## src/rtl/lpkc_entry_ram.sv

```systemverilog
// Generic single-write, single-read synchronous RAM with registered read data.
// No dependencies.
`timescale 1ns / 1ps
`default_nettype none
module lpkc_entry_ram #(
    parameter int WIDTH = 48,
    parameter int DEPTH = 16
) (
    input  wire logic                     clk,
    input  wire logic                     we,
    input  wire logic [$clog2(DEPTH)-1:0] waddr,
    input  wire logic [WIDTH-1:0]         wdata,
    input  wire logic                     re,
    input  wire logic [$clog2(DEPTH)-1:0] raddr,
    output      logic [WIDTH-1:0]         rdata
);

    logic [WIDTH-1:0] mem [DEPTH];

    always_ff @(posedge clk)
    begin
        if (we)
        begin
            mem[waddr] <= wdata;
        end
    end

    always_ff @(posedge clk)
    begin
        if (re)
        begin
            rdata <= mem[raddr];
        end
    end

endmodule
`default_nettype wire

```

## config.mk

```make
export PLATFORM = sky130hd
export DESIGN_NAME = lpkc_entry_ram
export DESIGN_NICKNAME = d
export VERILOG_FILES = /design/src/rtl/lpkc_entry_ram.sv
export SDC_FILE = /design/constraint.sdc
export NUM_CORES = 1
export LEC_CHECK = 0
export BUFFER_PORTS_ARGS = -buffer_cell sky130_fd_sc_hd__buf_4
export CORE_MARGIN = 2
export CORE_UTILIZATION = 40
export CTS_CLUSTER_SIZE = 8
export DETAILED_ROUTE_END_ITERATION = 8
export GPL_TIMING_DRIVEN = 0
export PLACE_DENSITY_LB_ADDON = 0.12
export SYNTH_ARGS = -nofsm -noshare
export SYNTH_HDL_FRONTEND = slang
export SYNTH_SLANG_ARGS = --single-unit
```

## constraint.sdc

```tcl
create_clock -name clk -period 4.15 [get_ports clk]
set_input_delay 0 -clock clk [delete_from_list [all_inputs] [get_ports clk]]
set_output_delay 0 -clock clk [all_outputs]
set_load 0.01 [all_outputs]
```

# Word-level counts from Yosys, hierarchy flattened
# Memories as Yosys holds them, arrays and structs flattened. A register that Yosys moved wholly into a read port is not among the register bits.
# Cells that the tools add are included.
# W data, S select, Z words.
# totals
mem_count,1
register_bits,0
rom_bits,0
latchBits,0
inputBits,59
ramBits,768
# mem_list
name,words,width,read_ports,rd_ports_with_merged_regs,write_ports,line_no,source
mem,16,48,1,1,1,18,logic [WIDTH-1:0] mem [DEPTH];
# classes
bitwise_logic,0
n_div,0
order_cmp,0
mux,2
n_eq_ne,0
shift,0
add_sub_neg,0
n_reduce_logical,0
multipliers,0
# ops
cell,count
$mux W1,2

# Depth between registers and ports, before layout
# depth
depth_word,2
depth_mapped,6

# Worst setup path before layout
# No wires, ideal clock.
# synth_path
path_type,input -> register
from,input waddr[2]
to,"memory mem[0][0], enable pin"
path_buffers,0
setup_ns,0.513
required_ns,3.637
slack_ns,-0.154
t_arrival_ns,3.791
stages,2
cell_sequence,or3b_2 nor3_1
# synth_rtl
element,line_no,source
from (decl),11,"input wire logic [$clog2(DEPTH)-1:0] waddr,"
to (decl),18,
# Straight into the memory's write port.

# Final worst setup path
# layout_path
from,input waddr[1]
to,"memory mem[5][10], enable pin"
# Straight into the memory's write port.

==> metrics <==
outcome finished, final reports clean; Post-Synth Adder-Cell Area 0; Initial DRC Count 1194; die height 278.7 um; VDD IR max 0.3120 mV; Syn Nets 1301; Root Buffer clkbuf_16; worst slew pin tran 1.002 ns; Tot GR Track Use 0.1873; WHS between 0.01 and 0.015 ns; PwrDens around 500 nW/um^2; DRC Markers 0; largest family of logic cells by synthesized area multiplexers; post-synthesis cell count 1242; min cycle time layout 1.992 ns; DIE AREA ~78000 um^2; port bufs 104; post-synth top area share 0.8120; Overflow after GRT 0; Sw Share 0.2051; Area after DPL 33180 um^2; Worst-path clk slew 0.05 ns; sequential cell area between 20000 and 25000 um^2; Synthesis Warnings 0; Post-Synth XOR/XNOR Area 0; P&R area growth vs syn 21.28%; final worst setup slack 2.158 ns; first-pass GRT wire length approximately 100000 um; Avg Synthesized Cell Area around 24 um^2; Yosys reg bits 816; total number of vias 14210; Avg Vias per Cell around 5.6; Post-Synth Simple-Gate Area 0.01037; Routed WL per cell 28.06 um; synth top area cells edfxtp_1 81%, mux4_2 14%, a22oi_1 2.4%; distinct cell type count after synthesis 16; Max Cap Violations 0; Clock Power Share 0.432; combinational share of power 0.052; routed wire length about 71000 um; Final Hold Viols 0; CP arrival 2.35 ns; Fillers 6062; cell taking the most area after synthesis edfxtp_1; multi-input combinational cell area 5474 um^2; CP top delay family buffers and inverters; compound-gate portion of the synthesized area 0.02388; vias in the first global route ~15000; largest net degree at the start of global routing 49; worst skew pair latency 0.66 ns; Max Clk Rate roughly 500 MHz; mux contribution to synthesized area 0.1433; Pint 14420 uW; DR pass1 iterations 5; Seq pwr share 0.515; CP max-delay cell dlygate4sd3_1; final instance area 36600 um^2; switching power 3721 uW; RSZ-0062 raised after global routing false; CP dominant cell by count buf_16; worst-case clock buffer depth 3; Pins Over Slew Limit 0; crit share post-route 0.4800; crit start category primary input; min-delay worst type in -> reg; Clock Sinks 816; final setup violating endpoints 0; Rel. slew slack 0.3319; Inserted Clock Buffers between 100 and 150; initial antenna violation count 3; final core utilization 0.4908; critical path endpoint category register; Seq/Total Area, Yosys 0.8120; DP Worst Slack 1.729 ns; worst-path maximum fanout 14; fraction of layout cells with a size suffix above 1 0.3240; Worst Skew 0.02099 ns; mapped cell area 30180 um^2; critical path class in -> reg; leak pwr 0.01178 uW; DP Wirelength approximately 44000 um; H-tree depth 3; FP Rows 100; CP bufs+invs 5; Routed Antenna Nets 0; Nets 1619; Starting Density 0.4046; CTS tree yes; Power, Total about 18000 uW; Core Region 74570 um^2; WP data required 4.50 ns; Die W 278.7 um; Critical Path Max Stage Delay 0.62 ns; routability cong. approximately 0.69; worst path cell trace dlygate4sd3_1, buf_4, nand2b_1, nor2_4, buf_16, buf_12, buf_16; Top Ports 107
==> what timing repair did <==
action,4_1_cts,5_1_grt
hold buffers,51,0
buffers inserted,0,0
gates resized for setup,0,0
endpoints found under the hold margin,855,0
==> final timing paths <==
path | start | end | slack (ns) | cells after the start
max | waddr[1] | mem[5][10] | 2.16 | 7
max reg2reg | mem[11][37] | rdata[37] | 2.65 | 3
min | re | rdata[2] | 0.01 | 1
min reg2reg | mem[14][31] | rdata[31] | 0.74 | 3
==> cells in the final DEF, fill, tap and decap left out, types with 2 or more instances in the layout <==
master	instances
edfxtp_1	816
mux4_2	192
buf_4	122
clkbuf_16	112
a22oi_1	96
dlygate4sd3_1	51
nand2_1	49
clkbuf_1	30
buf_12	17
buf_6	17
nor2_4	12
buf_16	11
buf_1	9
buf_2	8
inv_6	4
buf_8	4
nor3_2	3
clkinv_8	3
diode_2	2
nor2b_1	2
nand3b_1	2
nand2b_1	2
==> metal layers <==
layer	GRT usage	part of all wire	vias up
met3	0.04016	0.060	126
met1	0.2651	0.44	7676
met4	0.05128	0.022	2
li1	-	-	5953
met5	0	0.000098	-
met2	0.2966	0.48	455
==> worst reg2reg max path, stage by stage, from the launching register on <==
cell and delay, ns:
edfxtp_1 0.35, mux4_2 0.47, a22oi_1 0.20, nand2_1 0.18
==> cell usage after synthesis <==
cell	instances
buf_2	8
and2_1	1
a22oi_1	96
or3b_2	1
buf_4	18
nor3_1	4
nand2_1	49
nand3b_1	2
mux4_2	192
nor2_1	13
nand2b_1	2
clkbuf_1	28
nor2b_1	2
nand3_1	1
edfxtp_1	816
buf_1	9
==> flip-flops by register name (all words and copies together) (netlist names) <==
register  count
mem         768
rdata        48
==> layout make-up <==
| class | count | area share |
|---|---|---|
| diodes | 2 | 0.0001368 |
| plain buffers | 63 | 0.008581 |
| clock buffers | 114 | 0.07679 |
| clock inverters | 8 | 0.002530 |
| multi-input cells | 363 | 0.1496 |
| flip-flops and latches | 816 | 0.6695 |
| well taps | 969 | 0.03313 |
| repair buffers | 204 | 0.05973 |
==> power groups by stage <==
stage | Combinational (uW) | Clock [uW] | Sequential (uW)
after floorplan | 438 | 0 | 9520
after global placement | 872 | 0 | 9510
after detailed placement | 928 | 0 | 9500
after CTS | 974 | 8040 | 9350
after global routing | 1030 | 8350 | 9360
final | 947 | 7850 | 9350
==> through the flow <==
step / instances / TNS, ns
2_1_floorplan: 1242 / 0
3_3_place_gp: 2315 / -1554.37
3_5_place_dp: 2364 / 0
4_1_cts: 2537 / 0
5_1_grt: 2539 / 0
6_report: 2539 / 0
==> cells by family (layout without fill, tap and decap cells) <==
| logic type | after synthesis | after routing |
|---|---|---|
| AND/OR/NAND/NOR | 75 | 75 |
| flip-flops | 816 | 816 |
| multiplexers | 192 | 192 |
| buffers and inverters | 63 | 389 |
| other | 0 | 2 |
| AO/OA/AOI/OAI | 96 | 96 |
No activity file was read; power rests on OpenSTA's default activity.
